### src/design/igaddr_pkg.sv
// shared types and constants for the im2col gather address generator
package igaddr_pkg;

	localparam int PIX_W = 24;
	localparam int DIM_W = 13;
	localparam int KER_W = 4;
	localparam int CB_W = 8;
	localparam int ADDR_W = 32;
	localparam int GEOM_W = 8;
	localparam int PAD_W = 4;
	localparam int KERNEL_MAX = 16;

	localparam int DIV_BITS = 4;
	localparam int DIV_STAGES = PIX_W / DIV_BITS;
	localparam int ADDR_STAGES = 3;
	localparam int LATENCY = DIV_STAGES + ADDR_STAGES;

	localparam int POS_W = PIX_W + 5;
	localparam int SPOS_W = POS_W + 1;

	localparam int CFG_IDX_W = 3;
	localparam int CFG_DATA_W = DIM_W;

	localparam logic [CFG_IDX_W-1:0] REG_IN_HEIGHT = 3'd0;
	localparam logic [CFG_IDX_W-1:0] REG_IN_WIDTH = 3'd1;
	localparam logic [CFG_IDX_W-1:0] REG_OUT_WIDTH = 3'd2;
	localparam logic [CFG_IDX_W-1:0] REG_GEOM_X = 3'd3;
	localparam logic [CFG_IDX_W-1:0] REG_GEOM_Y = 3'd4;
	localparam logic [CFG_IDX_W-1:0] REG_PAD_LEFT = 3'd5;
	localparam logic [CFG_IDX_W-1:0] REG_PAD_TOP = 3'd6;

	localparam logic [DIM_W-1:0] DIM_RESET = 13'd1;
	localparam logic [GEOM_W-1:0] GEOM_RESET = 8'd17;

	typedef struct packed {
		logic [DIM_W-1:0]  in_height;
		logic [DIM_W-1:0]  in_width;
		logic [DIM_W-1:0]  out_width;
		logic [GEOM_W-1:0] geom_x;
		logic [GEOM_W-1:0] geom_y;
		logic [PAD_W-1:0]  pad_left;
		logic [PAD_W-1:0]  pad_top;
	} cfg_t;

	typedef struct packed {
		logic [PIX_W-1:0] pix;
		logic [KER_W-1:0] kr;
		logic [KER_W-1:0] kc;
		logic [CB_W-1:0]  cb;
	} side_t;

	typedef struct packed {
		side_t            side;
		logic [PIX_W-1:0] quo;
		logic [DIM_W-1:0] rem;
	} div_res_t;

endpackage

### src/design/im2col_gather_address.sv
// top level of the im2col gather address generator
//
// Request channel: a request beat (pixel_index, kernel_row, kernel_col,
// channel_block) is taken at each rising edge with start high and busy low.
// busy stays low, so a new request can be taken in every cycle.
// Result channel: exactly one result per request, in request order.
// done is high for one cycle with source_address and in_bounds valid;
// the receiver must take it in that cycle, it cannot hold results off.
// The pipeline has six divider stages (four quotient bits each, splitting the
// pixel index by out_width) and three address stages (stride and dilation
// products, padding and bounds check with the row multiply, final sum).
// Throughput is one request per cycle.
// Configuration: cfg_valid/cfg_ready write channel, cfg_ready always high;
// cfg_index selects in_height, in_width, out_width, geom_x, geom_y,
// pad_left, pad_top (0 to 6), other indexes are dropped. Write only while
// no request is in flight.
// Reset: arst_n clears the pipeline valid bits and loads the register
// defaults (1x1 maps, unit stride and dilation, no padding).
module im2col_gather_address (
	input  logic                              clk,
	input  logic                              arst_n,
	input  logic                              start,
	output logic                              busy,
	input  logic [igaddr_pkg::PIX_W-1:0]      pixel_index,
	input  logic [igaddr_pkg::KER_W-1:0]      kernel_row,
	input  logic [igaddr_pkg::KER_W-1:0]      kernel_col,
	input  logic [igaddr_pkg::CB_W-1:0]       channel_block,
	output logic                              done,
	output logic [igaddr_pkg::ADDR_W-1:0]     source_address,
	output logic                              in_bounds,
	input  logic                              cfg_valid,
	output logic                              cfg_ready,
	input  logic [igaddr_pkg::CFG_IDX_W-1:0]  cfg_index,
	input  logic [igaddr_pkg::CFG_DATA_W-1:0] cfg_data
);

	igaddr_pkg::cfg_t     cfg_q;
	igaddr_pkg::side_t    req_side;
	igaddr_pkg::div_res_t div_res;
	logic                 req_accept;
	logic                 div_vld;

	assign busy = 1'b0;
	assign cfg_ready = 1'b1;
	assign req_accept = start && !busy;

	always_ff @(posedge clk or negedge arst_n) begin
		if (!arst_n) begin
			cfg_q.in_height <= igaddr_pkg::DIM_RESET;
			cfg_q.in_width <= igaddr_pkg::DIM_RESET;
			cfg_q.out_width <= igaddr_pkg::DIM_RESET;
			cfg_q.geom_x <= igaddr_pkg::GEOM_RESET;
			cfg_q.geom_y <= igaddr_pkg::GEOM_RESET;
			cfg_q.pad_left <= '0;
			cfg_q.pad_top <= '0;
		end else if (cfg_valid && cfg_ready) begin
			unique case (cfg_index)
				igaddr_pkg::REG_IN_HEIGHT: begin
					cfg_q.in_height <= cfg_data;
				end
				igaddr_pkg::REG_IN_WIDTH: begin
					cfg_q.in_width <= cfg_data;
				end
				igaddr_pkg::REG_OUT_WIDTH: begin
					cfg_q.out_width <= cfg_data;
				end
				igaddr_pkg::REG_GEOM_X: begin
					cfg_q.geom_x <= cfg_data[igaddr_pkg::GEOM_W-1:0];
				end
				igaddr_pkg::REG_GEOM_Y: begin
					cfg_q.geom_y <= cfg_data[igaddr_pkg::GEOM_W-1:0];
				end
				igaddr_pkg::REG_PAD_LEFT: begin
					cfg_q.pad_left <= cfg_data[igaddr_pkg::PAD_W-1:0];
				end
				igaddr_pkg::REG_PAD_TOP: begin
					cfg_q.pad_top <= cfg_data[igaddr_pkg::PAD_W-1:0];
				end
				default: begin
				end
			endcase
		end
	end

	assign req_side.pix = pixel_index;
	assign req_side.kr = kernel_row;
	assign req_side.kc = kernel_col;
	assign req_side.cb = channel_block;

	igaddr_divider u_div (
		.clk     (clk),
		.arst_n  (arst_n),
		.in_vld  (req_accept),
		.in_side (req_side),
		.divisor (cfg_q.out_width),
		.out_vld (div_vld),
		.out_res (div_res)
	);

	igaddr_addr u_addr (
		.clk            (clk),
		.arst_n         (arst_n),
		.cfg            (cfg_q),
		.in_vld         (div_vld),
		.in_res         (div_res),
		.done           (done),
		.source_address (source_address),
		.in_bounds      (in_bounds)
	);

`ifndef SYNTHESIS
	a_pad_zero_addr: assert property (@(posedge clk) disable iff (!arst_n)
		done && !in_bounds |-> source_address == '0)
		else $error("padded tap with nonzero address");

	a_latency: assert property (@(posedge clk) disable iff (!arst_n)
		req_accept |-> ##(igaddr_pkg::LATENCY) done)
		else $error("accepted request produced no result");

	a_no_spurious: assert property (@(posedge clk) disable iff (!arst_n)
		done |-> $past(req_accept, igaddr_pkg::LATENCY))
		else $error("result without matching request");
`endif

endmodule

### src/design/igaddr_divider.sv
// pipelined restoring divider splitting the pixel index by the output width
module igaddr_divider (
	input  logic                         clk,
	input  logic                         arst_n,
	input  logic                         in_vld,
	input  igaddr_pkg::side_t            in_side,
	input  logic [igaddr_pkg::DIM_W-1:0] divisor,
	output logic                         out_vld,
	output igaddr_pkg::div_res_t         out_res
);

	logic [igaddr_pkg::DIV_STAGES-1:0] vld_s;
	igaddr_pkg::div_res_t res_s [igaddr_pkg::DIV_STAGES];
	igaddr_pkg::div_res_t res_n [igaddr_pkg::DIV_STAGES];

	always_comb begin
		igaddr_pkg::div_res_t init;
		igaddr_pkg::div_res_t prev;
		logic [igaddr_pkg::DIM_W:0]   trial;
		logic [igaddr_pkg::DIM_W-1:0] r;
		logic [igaddr_pkg::PIX_W-1:0] q;
		init.side = in_side;
		init.quo = '0;
		init.rem = '0;
		for (int i = 0; i < igaddr_pkg::DIV_STAGES; i++) begin
			prev = (i == 0) ? init : res_s[i-1];
			r = prev.rem;
			q = prev.quo;
			for (int j = 0; j < igaddr_pkg::DIV_BITS; j++) begin
				trial = {r, prev.side.pix[igaddr_pkg::PIX_W-1-i*igaddr_pkg::DIV_BITS-j]};
				if (trial >= {1'b0, divisor}) begin
					trial = trial - {1'b0, divisor};
					q = {q[igaddr_pkg::PIX_W-2:0], 1'b1};
				end else begin
					q = {q[igaddr_pkg::PIX_W-2:0], 1'b0};
				end
				r = trial[igaddr_pkg::DIM_W-1:0];
			end
			res_n[i].side = prev.side;
			res_n[i].quo = q;
			res_n[i].rem = r;
		end
	end

	always_ff @(posedge clk or negedge arst_n) begin
		if (!arst_n) begin
			vld_s <= '0;
		end else begin
			vld_s <= {vld_s[igaddr_pkg::DIV_STAGES-2:0], in_vld};
		end
	end

	always_ff @(posedge clk) begin
		for (int i = 0; i < igaddr_pkg::DIV_STAGES; i++) begin
			res_s[i] <= res_n[i];
		end
	end

	assign out_vld = vld_s[igaddr_pkg::DIV_STAGES-1];
	assign out_res = res_s[igaddr_pkg::DIV_STAGES-1];

endmodule

### src/design/igaddr_addr.sv
// coordinate, bounds check and vector address pipeline
module igaddr_addr (
	input  logic                          clk,
	input  logic                          arst_n,
	input  igaddr_pkg::cfg_t              cfg,
	input  logic                          in_vld,
	input  igaddr_pkg::div_res_t          in_res,
	output logic                          done,
	output logic [igaddr_pkg::ADDR_W-1:0] source_address,
	output logic                          in_bounds
);

	logic [2*igaddr_pkg::DIM_W-1:0] plane_q;

	logic                            vld_s1, vld_s2, vld_s3;
	logic [igaddr_pkg::POS_W-1:0]    ypos_s1, xpos_s1;
	logic [igaddr_pkg::ADDR_W-1:0]   cbp_s1, cbp_s2;
	logic                            kern_ok_s1;
	logic                            inside_s2;
	logic [igaddr_pkg::ADDR_W-1:0]   rowoff_s2;
	logic [igaddr_pkg::DIM_W-1:0]    col_s2;
	logic [igaddr_pkg::ADDR_W-1:0]   addr_s3;
	logic                            inb_s3;

	logic                            zero_div;
	logic [igaddr_pkg::PIX_W-1:0]    orow, ocol;
	logic [igaddr_pkg::SPOS_W-1:0]   rowd, cold;
	logic                            row_ok, col_ok;

	always_ff @(posedge clk) begin
		plane_q <= (2*igaddr_pkg::DIM_W)'(cfg.in_height) * (2*igaddr_pkg::DIM_W)'(cfg.in_width);
	end

	// stage 1: output row and column, scaled by stride and dilation; channel block offset; kernel range check
	always_comb begin
		zero_div = (cfg.out_width == '0);
		orow = zero_div ? '0 : in_res.quo;
		ocol = zero_div ? in_res.side.pix : igaddr_pkg::PIX_W'(in_res.rem);
	end

	always_ff @(posedge clk) begin
		ypos_s1 <= igaddr_pkg::POS_W'(orow) * igaddr_pkg::POS_W'(cfg.geom_y[3:0])
			+ igaddr_pkg::POS_W'(in_res.side.kr) * igaddr_pkg::POS_W'(cfg.geom_y[7:4]);
		xpos_s1 <= igaddr_pkg::POS_W'(ocol) * igaddr_pkg::POS_W'(cfg.geom_x[3:0])
			+ igaddr_pkg::POS_W'(in_res.side.kc) * igaddr_pkg::POS_W'(cfg.geom_x[7:4]);
		cbp_s1 <= igaddr_pkg::ADDR_W'(in_res.side.cb) * igaddr_pkg::ADDR_W'(plane_q);
		kern_ok_s1 <= ({1'b0, in_res.side.kr} < (igaddr_pkg::KER_W+1)'(igaddr_pkg::KERNEL_MAX))
			&& ({1'b0, in_res.side.kc} < (igaddr_pkg::KER_W+1)'(igaddr_pkg::KERNEL_MAX));
	end

	// stage 2: remove padding, bounds check, row offset
	always_comb begin
		rowd = {1'b0, ypos_s1} - igaddr_pkg::SPOS_W'(cfg.pad_top);
		cold = {1'b0, xpos_s1} - igaddr_pkg::SPOS_W'(cfg.pad_left);
		row_ok = !rowd[igaddr_pkg::SPOS_W-1]
			&& (rowd[igaddr_pkg::POS_W-1:0] < igaddr_pkg::POS_W'(cfg.in_height));
		col_ok = !cold[igaddr_pkg::SPOS_W-1]
			&& (cold[igaddr_pkg::POS_W-1:0] < igaddr_pkg::POS_W'(cfg.in_width));
	end

	always_ff @(posedge clk) begin
		inside_s2 <= kern_ok_s1 && row_ok && col_ok;
		rowoff_s2 <= igaddr_pkg::ADDR_W'(rowd[igaddr_pkg::DIM_W-1:0])
			* igaddr_pkg::ADDR_W'(cfg.in_width);
		col_s2 <= cold[igaddr_pkg::DIM_W-1:0];
		cbp_s2 <= cbp_s1;
	end

	// stage 3: final address sum
	always_ff @(posedge clk) begin
		addr_s3 <= inside_s2 ? (cbp_s2 + rowoff_s2 + igaddr_pkg::ADDR_W'(col_s2)) : '0;
		inb_s3 <= inside_s2;
	end

	always_ff @(posedge clk or negedge arst_n) begin
		if (!arst_n) begin
			vld_s1 <= 1'b0;
			vld_s2 <= 1'b0;
			vld_s3 <= 1'b0;
		end else begin
			vld_s1 <= in_vld;
			vld_s2 <= vld_s1;
			vld_s3 <= vld_s2;
		end
	end

	assign done = vld_s3;
	assign source_address = addr_s3;
	assign in_bounds = inb_s3;

endmodule

### config.mk
export PLATFORM = sky130hd
export DESIGN_NAME = im2col_gather_address
export DESIGN_NICKNAME = d
export VERILOG_FILES = /design/src/design/igaddr_pkg.sv /design/src/design/im2col_gather_address.sv /design/src/design/igaddr_divider.sv /design/src/design/igaddr_addr.sv
export SDC_FILE = /design/constraint.sdc
export NUM_CORES = 2
export LEC_CHECK = 0
export BUFFER_PORTS_ARGS = -buffer_cell sky130_fd_sc_hd__buf_4
export CAP_MARGIN = 30
export CORE_ASPECT_RATIO = 1.1
export CORE_MARGIN = 4
export CORE_UTILIZATION = 60
export DETAILED_ROUTE_END_ITERATION = 8
export MAX_ROUTING_LAYER = met4
export PLACE_DENSITY_LB_ADDON = 0.25
export SLEW_MARGIN = 40
export SYNTH_ARGS = -nofsm -noshare
export SYNTH_HDL_FRONTEND = slang
export SYNTH_SLANG_ARGS = --single-unit
### constraint.sdc
create_clock -name clk -period 13.1 [get_ports clk]
set_clock_uncertainty 0.05 [all_clocks]
set_input_delay 0.655 -clock clk [delete_from_list [all_inputs] [get_ports clk]]
set_output_delay 0.655 -clock clk [all_outputs]
set_load 0.1 [all_outputs]
==> impl_metrics.env <==
export IMPL_outcome="finished clean"
export IMPL_final_cell_area_um2=65090
export IMPL_fin_crit_ns=12.00
export IMPL_boundaryPins=96
export IMPL_grt_overflow_total=0
export IMPL_reg2reg_slack_ns=1.10
export IMPL_root_buffer="clkbuf_16"
export IMPL_clockBufferDepth=3
export IMPL_critPathArrivalTime_ns=12.50
export IMPL_synthArstFlopShare_pct=10.36
export IMPL_crit_path_end_kind="register"
export IMPL_finish_net_count=7969
export IMPL_hpwl_um=117200
export IMPL_cts_tree="built"
export IMPL_cp_common_cell="o21ai_0"
export IMPL_cp_max_fo=22
export IMPL_place_area_um2=62260
export IMPL_worstHoldPathCells=1
export IMPL_crit_slowest_cell="fa_1"
export IMPL_gp_congestion=0.9509
export IMPL_ys_ff_latch=695
export IMPL_yosysWarnings=0
export IMPL_holdCritStartpoint="pixel_index[22]"
export IMPL_yosys_top_cells_count="inv_1 (854), nand2_1 (729), ha_1 (719)"
export IMPL_grt_usage_pct=29.51
export IMPL_synth_most_common_cell="inv_1"
export IMPL_slew_violations=0
export IMPL_cts_buffers=78
export IMPL_synth_cell_types=98
export IMPL_synth_main_ff_cell="dfxtp_1"
export IMPL_vias=46240
export IMPL_grt_pass1_vias=47120
export IMPL_fp_row_count=121
export IMPL_timing_rr_start="cfg_q[25]"
export IMPL_grt_antenna_before_repair=5
export IMPL_wl_um=149400
export IMPL_slowest_delay_ns=0.66
export IMPL_grt_pass1_wl_um=242600
export IMPL_first_pass_iters=6
export IMPL_dp_slack_ns=1.408
export IMPL_die_area_um2=105300
export IMPL_area_growth_pct=8.341
export IMPL_final_hold_viol_count=0
export IMPL_tightestPinTransition_ns=0.8190
export IMPL_viasPerCell=5.776
export IMPL_avgSynthCellArea_um2=9.157
export IMPL_path_class="register to register"
export IMPL_ys_seq_area_share_pct=23.77
export IMPL_drc=0
export IMPL_clk_insertion_delay_late_ns=0.68
export IMPL_slew_headroom_pct=45.40
export IMPL_path_clk_slew_ns=0.06
export IMPL_post_route_period_util_pct=91.62
export IMPL_cp_num_buf_inv=4
export IMPL_h_tree_depth=3
export IMPL_initial_utilization_pct=60.59
export IMPL_rr_endpoint="u_div.res_s[1][10]"
export IMPL_hold_class="input pin to register"
export IMPL_synth_area_um2=60080
export IMPL_startpoint="cfg_q[25]"
export IMPL_layout_drive_gt1_share_pct=7.912
export IMPL_drtAntennaViolNets=0
export IMPL_setup_worst_path_start_class="register"
export IMPL_cts_sinks=695
export IMPL_setup_slack_ns=1.098
export IMPL_synth_edff_count=0
export IMPL_setup_viol=0
export IMPL_rsz0062_at_grt="no"
export IMPL_fp_dieH_um=339.9
export IMPL_post_synth_top_area_cell="dfxtp_1"
export IMPL_maxCapViolations=0
export IMPL_syn_inst=6561
export IMPL_worstPathRequired_ns=13.60
export IMPL_max_freq_ghz=0.08332
export IMPL_syn_num_nets=7884
export IMPL_crit_family="compound AO/OA/AOI/OAI gates"
export IMPL_fin_tns_setup_ns=0
export IMPL_grt_max_degree=72
export IMPL_synthTopCellsByArea="dfxtp_1 (21%), fa_1 (18%), ha_1 (15%)"
export IMPL_holdPathEnd="u_div.res_s[0][75]"
export IMPL_placeableCoreArea_um2=99160
export IMPL_die_w_um=309.7
export IMPL_port_buffers=93
export IMPL_reg2regPathDepth=39
export IMPL_avgRoutedWirePerCell_um=18.66
export IMPL_drt_initial_drc_count=2701
export IMPL_synth_top_area_share_pct=20.76
registers in the layout, summed over array words and instances (netlist names):
name,count
u_div.res_s,402
cfg_q,63
u_addr.cbp_s1,32
u_addr.cbp_s2,32
u_addr.source_address,32
u_addr.xpos_s1,29
u_addr.ypos_s1,29
u_addr.plane_q,26
u_addr.rowoff_s2,26
u_addr.col_s2,13
u_div.vld_s,6
u_addr.done,1
u_addr.in_bounds,1
u_addr.inside_s2,1
u_addr.vld_s1,1
u_addr.vld_s2,1
logic make-up after synthesis:
logic type	after synthesis	share of synthesized area [%]
and+or+nand+nor	1890	15.19
adders and majority gates	1263	33.10
AOI/OAI and AO/OA	1096	11.97
buffers and inverters	1029	6.510
DFF	695	23.77
xor gates and xnor gates	364	5.306
muxes	222	4.134
other	2	0.01250
what timing repair did:
item                      in CTS  in global routing
gates resized for setup        0                  0
hold endpoints to repair      36                  0
setup buffers                  0                  0
hold buffers                  15                  0
through the flow:
step	util [%]	hold WS, ns	cells
floorplan	-	0.2596	6561
CTS	65.62	0.0006536	8001
global route	65.64	0.01847	8004
global placement	62.75	0.2597	7841
finish	65.64	0.04346	8006
detailed placement	62.78	0.2621	7841
cell type report:
| type | instances | area (um^2) |
|---|---|---|
| repair buffers | 170 | 1326 |
| multi-input cells | 4837 | 41940 |
| clock buffers | 103 | 2208 |
| fillers | 8109 | 34070 |
| diodes | 4 | 10.01 |
| clock inverters | 42 | 455.4 |
| flip-flops and latches | 695 | 14290 |
| inverters | 864 | 3248 |
| well taps | 1291 | 1615 |
worst max-delay path by stage:
stage,end,slack [ns],depth (start not counted)
after floorplan,u_div.res_s[3][10],1.95,44
after detailed placement,u_div.res_s[1][10],1.41,39
after global placement,u_div.res_s[3][10],1.60,42
after global routing,u_div.res_s[1][10],0.22,39
after CTS,u_div.res_s[1][10],1.40,39
final,u_div.res_s[1][10],1.10,39
cells in the final DEF (no fill, tap or decap), types with 71 or more instances in the layout:
cell       instances
inv_1            853
nand2_1          729
nor3_1            97
nor2_1           321
mux2_2           132
nor2b_1           77
and3_1           111
xnor2_1          242
and2_1           218
o21a_1            71
dfxtp_1          621
ha_1             719
clkbuf_16         80
xor2_1           121
fa_1             544
buf_4            154
a21oi_1          297
a21o_1           110
o21ai_0          255
per-layer routing:
layer	GRT usage, %	vias up	part of all wire (%)
met5	-	-	0
met4	14.72	0	5.6
met3	4.157	449	5.3
met2	49.68	1315	49
met1	34.59	22370	41
li1	-	22110	-
worst register-to-register path: cells and delay by family (launching register included):
| family | cells | cell delay [ns] |
|---|---|---|
| mux | 1 | 0.42 |
| compound gates | 21 | 5.88 |
| buf+inv | 4 | 0.95 |
| fa+ha+maj | 4 | 1.61 |
| simple gates | 9 | 2.62 |
| flops | 1 | 0.36 |
Power is not shown: default switching activity piles up to over one toggle a cycle in this logic, so the estimate is an artifact.
